$ cat config.mk
export PLATFORM = sky130hd
export DESIGN_NAME = activity_priority_mru_queue
export DESIGN_NICKNAME = d
export VERILOG_FILES = /design/src/hw/rtl/apmq_pkg.sv /design/src/hw/rtl/apmq_cell.sv /design/src/hw/rtl/activity_priority_mru_queue.sv
export SDC_FILE = /design/constraint.sdc
export NUM_CORES = 2
export LEC_CHECK = 0
export ABC_AREA = 1
export BUFFER_PORTS_ARGS = -buffer_cell sky130_fd_sc_hd__buf_2
export CAP_MARGIN = 15
export CORE_AREA = 2 2 260 326
export DETAILED_ROUTE_END_ITERATION = 10
export DIE_AREA = 0 0 262 328
export GPL_TIMING_DRIVEN = 0
export HOLD_SLACK_MARGIN = 0.03
export MAX_ROUTING_LAYER = met4
export PLACE_DENSITY = 0.77
export SETUP_SLACK_MARGIN = 0.02
export SLEW_MARGIN = 20
export SYNTH_ARGS = -nofsm -noshare
export SYNTH_HDL_FRONTEND = slang
export SYNTH_SLANG_ARGS = --single-unit
$ cat constraint.sdc
create_clock -name clk -period 4.91 [get_ports clk]
set_clock_uncertainty 0.15 [all_clocks]
set_input_delay 0.491 -clock clk [delete_from_list [all_inputs] [get_ports clk]]
set_output_delay 0.491 -clock clk [all_outputs]
set_load 0.02 [all_outputs]
$ cat src/hw/rtl/apmq_pkg.sv
// Package for the activity priority MRU queue: opcodes, class codes, the
// controller state type and the command struct broadcast to the entry cells.
// Depends on nothing; used by every other file of the block.
package apmq_pkg;

  localparam int unsigned CLS_W = 3;

  // Opcodes of an input item.
  localparam logic [1:0] OP_UPDATE = 2'd0;
  localparam logic [1:0] OP_POP    = 2'd1;
  localparam logic [1:0] OP_REMOVE = 2'd2;

  // Priority classes, best first, and the code for an entry that is in none.
  localparam logic [CLS_W-1:0] CLS_DLG_HIGHLIGHT = 3'd0;
  localparam logic [CLS_W-1:0] CLS_DLG_ACTIVITY  = 3'd1;
  localparam logic [CLS_W-1:0] CLS_CHN_HIGHLIGHT = 3'd2;
  localparam logic [CLS_W-1:0] CLS_CHN_MESSAGE   = 3'd3;
  localparam logic [CLS_W-1:0] CLS_CHN_DATA      = 3'd4;
  localparam logic [CLS_W-1:0] NO_CLASS          = 3'd5;

  typedef enum logic [2:0] {
    S_IDLE,
    S_LOOK,
    S_APPLY,
    S_SEARCH,
    S_TAKE
  } apmq_state_t;

  // Command seen by every cell in the same cycle.
  typedef struct packed {
    logic             do_take;
    logic             do_put;
    logic [CLS_W-1:0] old_cls;
    logic [CLS_W-1:0] new_cls;
  } apmq_cmd_t;

  // Class that an update gives: highlight beats message, message beats data.
  function automatic logic [CLS_W-1:0] classify(input logic dialog, input logic hi,
                                                input logic msg, input logic dat);
    logic [CLS_W-1:0] c;
    c = NO_CLASS;
    if (hi) begin
      c = dialog ? CLS_DLG_HIGHLIGHT : CLS_CHN_HIGHLIGHT;
    end else if (msg) begin
      c = dialog ? CLS_DLG_ACTIVITY : CLS_CHN_MESSAGE;
    end else if (dat) begin
      c = dialog ? CLS_DLG_ACTIVITY : CLS_CHN_DATA;
    end
    return c;
  endfunction

endpackage

$ cat src/hw/rtl/apmq_cell.sv
// One entry cell of the activity priority MRU queue: holds the entry's class
// and rank, applies broadcast commands and takes one step of the pop search.
// Depends on apmq_pkg.
module apmq_cell #(
  parameter int unsigned INDEX = 0,
  parameter int unsigned IW    = 5,
  parameter int unsigned RW    = 5
) (
  input  logic                      clk,
  input  logic                      rst_n,
  input  apmq_pkg::apmq_cmd_t       cmd,
  input  logic [IW-1:0]             cmd_id,
  input  logic [RW-1:0]             cmd_rank,
  output logic [apmq_pkg::CLS_W-1:0] look_cls,
  output logic [RW-1:0]             look_rank,
  input  logic                      elig,
  input  logic                      cin_vld,
  input  logic [apmq_pkg::CLS_W-1:0] cin_cls,
  input  logic [RW-1:0]             cin_rank,
  input  logic [IW-1:0]             cin_id,
  output logic                      cout_vld,
  output logic [apmq_pkg::CLS_W-1:0] cout_cls,
  output logic [RW-1:0]             cout_rank,
  output logic [IW-1:0]             cout_id
);

  logic [apmq_pkg::CLS_W-1:0] cls_r, cls_nxt;
  logic [RW-1:0]              rank_r, rank_nxt;
  logic                       cvld_r, cvld_nxt;
  logic [apmq_pkg::CLS_W-1:0] ccls_r, ccls_nxt;
  logic [RW-1:0]              crank_r, crank_nxt;
  logic [IW-1:0]              cid_r, cid_nxt;
  logic                       mine, own_ok, better;

  assign mine      = (cmd_id == IW'(INDEX));
  assign look_cls  = mine ? cls_r : '0;
  assign look_rank = mine ? rank_r : '0;

  always_comb begin
    cls_nxt  = cls_r;
    rank_nxt = rank_r;
    if (mine) begin
      if (cmd.do_put) begin
        cls_nxt  = cmd.new_cls;
        rank_nxt = '0;
      end else if (cmd.do_take) begin
        cls_nxt = apmq_pkg::NO_CLASS;
      end
    end else begin
      // Taking out closes the gap behind the entry; putting in pushes the class back.
      if (cmd.do_take && cls_r == cmd.old_cls && rank_r > cmd_rank) begin
        rank_nxt = rank_nxt - RW'(1);
      end
      if (cmd.do_put && cls_r == cmd.new_cls) begin
        rank_nxt = rank_nxt + RW'(1);
      end
    end
  end

  // Search step: keep the better of the incoming candidate and this entry.
  always_comb begin
    own_ok = elig && (cls_r != apmq_pkg::NO_CLASS);
    better = own_ok && (!cin_vld || cls_r < cin_cls ||
                        (cls_r == cin_cls && rank_r < cin_rank));
    cvld_nxt  = better ? 1'b1 : cin_vld;
    ccls_nxt  = better ? cls_r : cin_cls;
    crank_nxt = better ? rank_r : cin_rank;
    cid_nxt   = better ? IW'(INDEX) : cin_id;
  end

  always_ff @(posedge clk) begin
    if (!rst_n) begin
      cls_r  <= apmq_pkg::NO_CLASS;
      rank_r <= RW'(INDEX);
      cvld_r <= 1'b0;
    end else begin
      cls_r  <= cls_nxt;
      rank_r <= rank_nxt;
      cvld_r <= cvld_nxt;
    end
  end

  always_ff @(posedge clk) begin
    ccls_r  <= ccls_nxt;
    crank_r <= crank_nxt;
    cid_r   <= cid_nxt;
  end

  assign cout_vld  = cvld_r;
  assign cout_cls  = ccls_r;
  assign cout_rank = crank_r;
  assign cout_id   = cid_r;

endmodule

$ cat src/hw/rtl/activity_priority_mru_queue.sv
// Top level of the activity priority MRU queue: controller, command broadcast
// and the row of entry cells that forms the pop search chain.
// Depends on apmq_pkg and apmq_cell.
//
//  Channel  Ports                                       Handshake
//  input    in_opcode, in_entry_id, in_is_dialog,       start high while busy low
//           in_flag_*, in_eligible_mask
//  result   out_found, out_chosen_id, out_chosen_class  out_valid, one cycle
//
// An update or a remove, once accepted, looks up the entry's present class and
// rank in S_LOOK, then applies the change in every cell in S_APPLY.
// A pop, once accepted, walks the running best candidate along the row, one
// cell per cycle, then takes the winner out in S_TAKE; the result shows on the
// cycle after that, while busy is low again.
// An item with an unused opcode, or an update or remove of an entry at or
// beyond MAX_SESSIONS, is accepted and dropped without raising busy.
// Reset is synchronous: every entry leaves its class at once, no sweep needed.
// The receiver cannot stall; every result is taken in its one cycle.
module activity_priority_mru_queue #(
  parameter int unsigned MAX_SESSIONS = 32
) (
  input  logic        clk,
  input  logic        rst_n,
  input  logic        start,
  output logic        busy,
  input  logic [1:0]  in_opcode,
  input  logic [4:0]  in_entry_id,
  input  logic        in_is_dialog,
  input  logic        in_flag_highlight,
  input  logic        in_flag_message,
  input  logic        in_flag_data,
  input  logic [31:0] in_eligible_mask,
  output logic        out_valid,
  output logic        out_found,
  output logic [4:0]  out_chosen_id,
  output logic [2:0]  out_chosen_class
);

  localparam int unsigned IW = $clog2(MAX_SESSIONS);
  localparam int unsigned RW = $clog2(MAX_SESSIONS);
  localparam int unsigned CW = apmq_pkg::CLS_W;

  apmq_pkg::apmq_state_t state_r, state_nxt;

  logic [IW-1:0] id_r;
  logic [CW-1:0] nc_r;
  logic [CW-1:0] oc_r;
  logic [RW-1:0] orank_r;
  logic [31:0]   mask_r;
  logic [IW-1:0] cnt_r, cnt_nxt;

  logic          out_valid_r, out_valid_nxt;
  logic          out_found_r;
  logic [4:0]    out_id_r;
  logic [CW-1:0] out_cls_r;

  logic          accept, id_ok, skip;
  apmq_pkg::apmq_cmd_t cmd;
  logic [IW-1:0] cmd_id;
  logic [RW-1:0] cmd_rank;

  logic [CW-1:0] look_cls  [MAX_SESSIONS];
  logic [RW-1:0] look_rank [MAX_SESSIONS];
  logic [CW-1:0] look_cls_any;
  logic [RW-1:0] look_rank_any;
  logic          elig [MAX_SESSIONS];

  // Candidate chain; link 0 feeds "no candidate" into the first cell.
  logic          ch_vld  [MAX_SESSIONS+1];
  logic [CW-1:0] ch_cls  [MAX_SESSIONS+1];
  logic [RW-1:0] ch_rank [MAX_SESSIONS+1];
  logic [IW-1:0] ch_id   [MAX_SESSIONS+1];

  logic          win_vld;
  logic [CW-1:0] win_cls;
  logic [RW-1:0] win_rank;
  logic [IW-1:0] win_id;

  assign busy   = (state_r != apmq_pkg::S_IDLE);
  assign accept = start && !busy;
  assign id_ok  = (32'(in_entry_id) < MAX_SESSIONS);

  assign ch_vld[0]  = 1'b0;
  assign ch_cls[0]  = apmq_pkg::NO_CLASS;
  assign ch_rank[0] = '0;
  assign ch_id[0]   = '0;

  assign win_vld  = ch_vld[MAX_SESSIONS];
  assign win_cls  = ch_cls[MAX_SESSIONS];
  assign win_rank = ch_rank[MAX_SESSIONS];
  assign win_id   = ch_id[MAX_SESSIONS];

  generate
    for (genvar g = 0; g < MAX_SESSIONS; g++) begin : g_cell
      // Only the first 32 entries have a bit in the eligibility mask.
      if (g < 32) begin : g_mask
        assign elig[g] = mask_r[g];
      end else begin : g_nomask
        assign elig[g] = 1'b0;
      end

      apmq_cell #(
        .INDEX (g),
        .IW    (IW),
        .RW    (RW)
      ) u_cell (
        .clk       (clk),
        .rst_n     (rst_n),
        .cmd       (cmd),
        .cmd_id    (cmd_id),
        .cmd_rank  (cmd_rank),
        .look_cls  (look_cls[g]),
        .look_rank (look_rank[g]),
        .elig      (elig[g]),
        .cin_vld   (ch_vld[g]),
        .cin_cls   (ch_cls[g]),
        .cin_rank  (ch_rank[g]),
        .cin_id    (ch_id[g]),
        .cout_vld  (ch_vld[g+1]),
        .cout_cls  (ch_cls[g+1]),
        .cout_rank (ch_rank[g+1]),
        .cout_id   (ch_id[g+1])
      );
    end
  endgenerate

  // Only the addressed cell drives a non-zero lookup value, so an OR gathers it.
  always_comb begin
    look_cls_any  = '0;
    look_rank_any = '0;
    for (int i = 0; i < MAX_SESSIONS; i++) begin
      look_cls_any  = look_cls_any | look_cls[i];
      look_rank_any = look_rank_any | look_rank[i];
    end
  end

  // An update or a remove that leaves the entry where it already is does nothing.
  assign skip = (oc_r == nc_r) && ((nc_r == apmq_pkg::NO_CLASS) || (orank_r == '0));

  always_comb begin
    state_nxt     = state_r;
    cnt_nxt       = cnt_r;
    out_valid_nxt = 1'b0;
    cmd           = '{do_take: 1'b0, do_put: 1'b0,
                      old_cls: apmq_pkg::NO_CLASS, new_cls: apmq_pkg::NO_CLASS};
    cmd_id        = id_r;
    cmd_rank      = orank_r;
    case (state_r)
      apmq_pkg::S_IDLE: begin
        if (accept) begin
          cnt_nxt = '0;
          if (in_opcode == apmq_pkg::OP_POP) begin
            state_nxt = apmq_pkg::S_SEARCH;
          end else if ((in_opcode == apmq_pkg::OP_UPDATE ||
                        in_opcode == apmq_pkg::OP_REMOVE) && id_ok) begin
            state_nxt = apmq_pkg::S_LOOK;
          end
        end
      end
      apmq_pkg::S_LOOK: begin
        state_nxt = apmq_pkg::S_APPLY;
      end
      apmq_pkg::S_APPLY: begin
        cmd.do_take = !skip && (oc_r != apmq_pkg::NO_CLASS);
        cmd.do_put  = !skip && (nc_r != apmq_pkg::NO_CLASS);
        cmd.old_cls = oc_r;
        cmd.new_cls = nc_r;
        state_nxt   = apmq_pkg::S_IDLE;
      end
      apmq_pkg::S_SEARCH: begin
        // The last cell holds the winner once the chain has been walked end to end.
        cnt_nxt = cnt_r + IW'(1);
        if (cnt_r == IW'(MAX_SESSIONS - 1)) begin
          state_nxt = apmq_pkg::S_TAKE;
        end
      end
      apmq_pkg::S_TAKE: begin
        cmd.do_take   = win_vld;
        cmd.old_cls   = win_cls;
        cmd_id        = win_id;
        cmd_rank      = win_rank;
        out_valid_nxt = 1'b1;
        state_nxt     = apmq_pkg::S_IDLE;
      end
      default: begin
        state_nxt = apmq_pkg::S_IDLE;
      end
    endcase
  end

  always_ff @(posedge clk) begin
    if (!rst_n) begin
      state_r     <= apmq_pkg::S_IDLE;
      cnt_r       <= '0;
      out_valid_r <= 1'b0;
    end else begin
      state_r     <= state_nxt;
      cnt_r       <= cnt_nxt;
      out_valid_r <= out_valid_nxt;
    end
  end

  always_ff @(posedge clk) begin
    if (accept) begin
      id_r   <= IW'(in_entry_id);
      mask_r <= in_eligible_mask;
      nc_r   <= (in_opcode == apmq_pkg::OP_REMOVE) ? apmq_pkg::NO_CLASS :
                apmq_pkg::classify(in_is_dialog, in_flag_highlight,
                                   in_flag_message, in_flag_data);
    end
    if (state_r == apmq_pkg::S_LOOK) begin
      oc_r    <= look_cls_any;
      orank_r <= look_rank_any;
    end
    if (state_r == apmq_pkg::S_TAKE) begin
      out_found_r <= win_vld;
      out_id_r    <= win_vld ? 5'(win_id) : 5'd0;
      out_cls_r   <= win_vld ? win_cls : '0;
    end
  end

  assign out_valid        = out_valid_r;
  assign out_found        = out_found_r;
  assign out_chosen_id    = out_id_r;
  assign out_chosen_class = out_cls_r;

endmodule

==> run metrics <==
status finished, final reports clean; Mapped Area approximately 0.045 mm2; top-area cell type share of the netlist area around 30%; register area about 0.015 mm2; Fillers around 7700; Hold Path Class in -> reg; via total after detailed routing approximately 46000; worst reg2reg path endpoint g_cell[2].u_cell.rank_r[4]; Slew Limit Fails 0; global-route wire length before repair approximately 280 mm; Max Freq between 200 and 250 MHz; total nets after synthesis 6842; worst hold endpoint nc_r[1]; Mapped Cells roughly 6400; WL met3 ~20 mm; Crit-path slowest cell ha_1; GRT overflow 0; final core occ roughly three fifths; Leak roughly 26 nW; crit-path max FO 11; Fin. Hold Viols 0; vias in the first global route 42620; MaxCap Viol Count 0; ys flop type dfxtp_1; DRT iter0 DRCs roughly 5300; cells on worst reg2reg path 26; final setup fails 0; worst hold path startpoint in_is_dialog; die width approximately 260 um; Design Area, Final 0.05064 mm2; GRT Overall Usage between 40% and 50%; clock buffer depth 3; DR top layer met4; RSZ-0062 raised after global routing no; Reg clk slew, reported paths 0.06 ns; DP HPWL about 150 mm; H-tree Lvls 3; clk_lat worst skew ~0.68 ns; CTS tree yes; met2 WL approximately 86 mm; YS warnings 0; initial core utilization a little over half; Top Family by Delay on Critical Path simple AND/OR/NAND/NOR gates; Worst Setup End Kind register; synth cell count leaders 1524 x nand2_1, 907 x inv_1, 682 x dfxtp_1, 488 x nor2_1, 455 x o21ai_0; Die ar. 0.08594 mm2; antenna violations before repair 12; CTS root buf clkbuf_16; fin crit period roughly 4.6 ns; largest net degree at the start of global routing 18; DRT Pass-1 Iters 9; type of the worst setup path reg -> reg; synth unique cells approximately 50; final hold slack ~0.07 ns; syn avg cell area 7.126 um2; ANT nets after route 0; max incr delay on CP about 0.31 ns; Reg2Reg Launch Point state_r[1]; Multi-input gate area about 0.026 mm2; hold depth 2; via/cell ratio 5.990; Critical Path AT between 5 and 6 ns; sequential area share after synthesis 33.94%; CP most frequent cell nand2_1; Routed wire per std cell 25.67 um; register bit total from synthesis 739; number of synthesized flops with an enable pin 57; port bufs 56; wl on met1 73.34 mm; Buffers & Inverters on Critical Path 7; top cells by area, synth dfxtp_1 30%, nand2_1 13%, ha_1 12%, inv_1 7.5%, o21ai_0 5.0%; Period Utilization, post-route between 90% and 100%; Core ar. about 0.083 mm2; Crit path required time 5.36 ns; Die Height ~330 um; Synth area leader dfxtp_1; CTS buffer count 81; Final Power ~20 mW; drc violations 0; cell area after placement 0.04734 mm2; Max-Slew Margin vs Limit about an eighth; fraction of registers with async set/reset 0%; count leader, synth nand2_1; WL final 198.0 mm; Power Density a little over 400 mW/mm2; Core Rows 118; CP startpoint kind register; Worst VDD drop between 0.3 and 0.4 mV; layout cell share with drive strength beyond 1 under 10%; Slew @ Worst Pin between 1 and 1.5 ns; r2r setup slk 0.29 ns; I/O pin count between 50 and 60; # clock sinks approximately 740; GPL Wtd Cong between 1 and 1.5; Nets roughly 7000; P&R area growth vs syn 11.86%
-- power breakdown --
group	internal, mW	switching (mW)
sequential	6.86	0.648
clock	3.77	2.74
combinational	2.10	4.24
total	12.7	7.63
-- logic make-up (layout without fill, tap and decap cells) --
kind of cell	count (synthesis)	in the layout	share of synthesized area, %
xor+xnor	215	215	4.160
fa+ha+maj	443	443	12.24
flops	739	739	33.94
buf+inv	1084	1351	9.400
mux	3	3	0.06634
compound gates	1128	1128	14.12
simple gates	2741	2741	26.07
other cells	0	14	0
-- cells in the final DEF, fill, tap and decap left out, types with 32 or more instances in the layout --
| cell type | n |
|---|---|
| o21ai_1 | 40 |
| o22ai_1 | 120 |
| dlygate4sd3_1 | 37 |
| dfxtp_1 | 682 |
| or2_2 | 59 |
| a21oi_1 | 288 |
| inv_1 | 907 |
| nand3b_1 | 32 |
| buf_2 | 107 |
| clkbuf_1 | 94 |
| xor2_1 | 180 |
| nand3_1 | 376 |
| nand2_1 | 1523 |
| o211ai_1 | 62 |
| o31ai_1 | 39 |
| clkbuf_16 | 88 |
| nand4_1 | 131 |
| edfxtp_1 | 57 |
| nor2_1 | 485 |
| o21ai_0 | 453 |
| ha_1 | 443 |
| o21a_1 | 47 |
| xnor2_1 | 33 |
-- layout make-up --
cell class / count / share of cell area (%)
antenna: 14 / 0.06918
buffer: 168 / 1.648
clock buffer: 122 / 4.897
clock inverter: 29 / 0.6399
inverter: 916 / 6.795
multi-input combinational: 4530 / 50.83
sequential: 739 / 30.34
tap: 1080 / 2.668
timing repair buffer: 116 / 2.115
-- metrics by stage --
| step | cells | setup TNS (ns) | setup WS [ns] |
|---|---|---|---|
| after floorplan | 6353 | 0 | 0.2008 |
| after global placement | 7489 | -614.46 | -4.173 |
| after detailed placement | 7505 | 0 | 0.1080 |
| after CTS | 7693 | 0 | 0.08585 |
| after global routing | 7713 | 0 | 0.01925 |
| final | 7714 | 0 | 0.2909 |
-- repair_timing --
item                                   CTS  global route
endpoints found under the hold margin   37             0
resized for setup                        0             4
setup buffers                            0             7
setup endpoints to repair                0            13
hold buffers                            37             0
-- routing by layer --
metal | up-vias | global-route usage, %
met1 | 21450 | 52.55
met4 | 0 | 35.70
li1 | 21280 | -
met5 | - | -
met3 | 827 | 11.37
met2 | 2652 | 70.29
-- registers in the layout, indices dropped and copies added (netlist names), 5 cells and up --
register,cells
mask_r,32
orank_r,5
cnt_r,5
g_cell.u_cell.cls_r,96
g_cell.u_cell.cout_cls,96
g_cell.u_cell.cout_rank,160
g_cell.u_cell.cout_id,129
id_r,5
g_cell.u_cell.cout_vld,32
out_chosen_id,5
g_cell.u_cell.rank_r,160
-- worst max-delay path by stage --
stage	slack, ns	endpoint	depth (start not counted)	from
after floorplan	0.20	g_cell[8].u_cell.rank_r[4]	22	state_r[1]
after CTS	0.09	g_cell[8].u_cell.rank_r[4]	24	state_r[1]
after global placement	-4.17	g_cell[8].u_cell.rank_r[4]	22	state_r[1]
after detailed placement	0.11	g_cell[2].u_cell.rank_r[4]	27	state_r[1]
after global routing	0.02	g_cell[2].u_cell.rank_r[4]	26	state_r[1]
final	0.29	g_cell[2].u_cell.rank_r[4]	26	state_r[1]
-- worst register-to-register path, delay by kind of cell (launching register included) --
kind	cells	cell delay, ns
buffers and inverters	7	1.13
muxes	1	0.22
DFF	1	0.30
adders and majority gates	2	0.47
and+or+nand+nor	14	1.91
AOI/OAI and AO/OA	2	0.36
(Power assumes the default switching activity.)
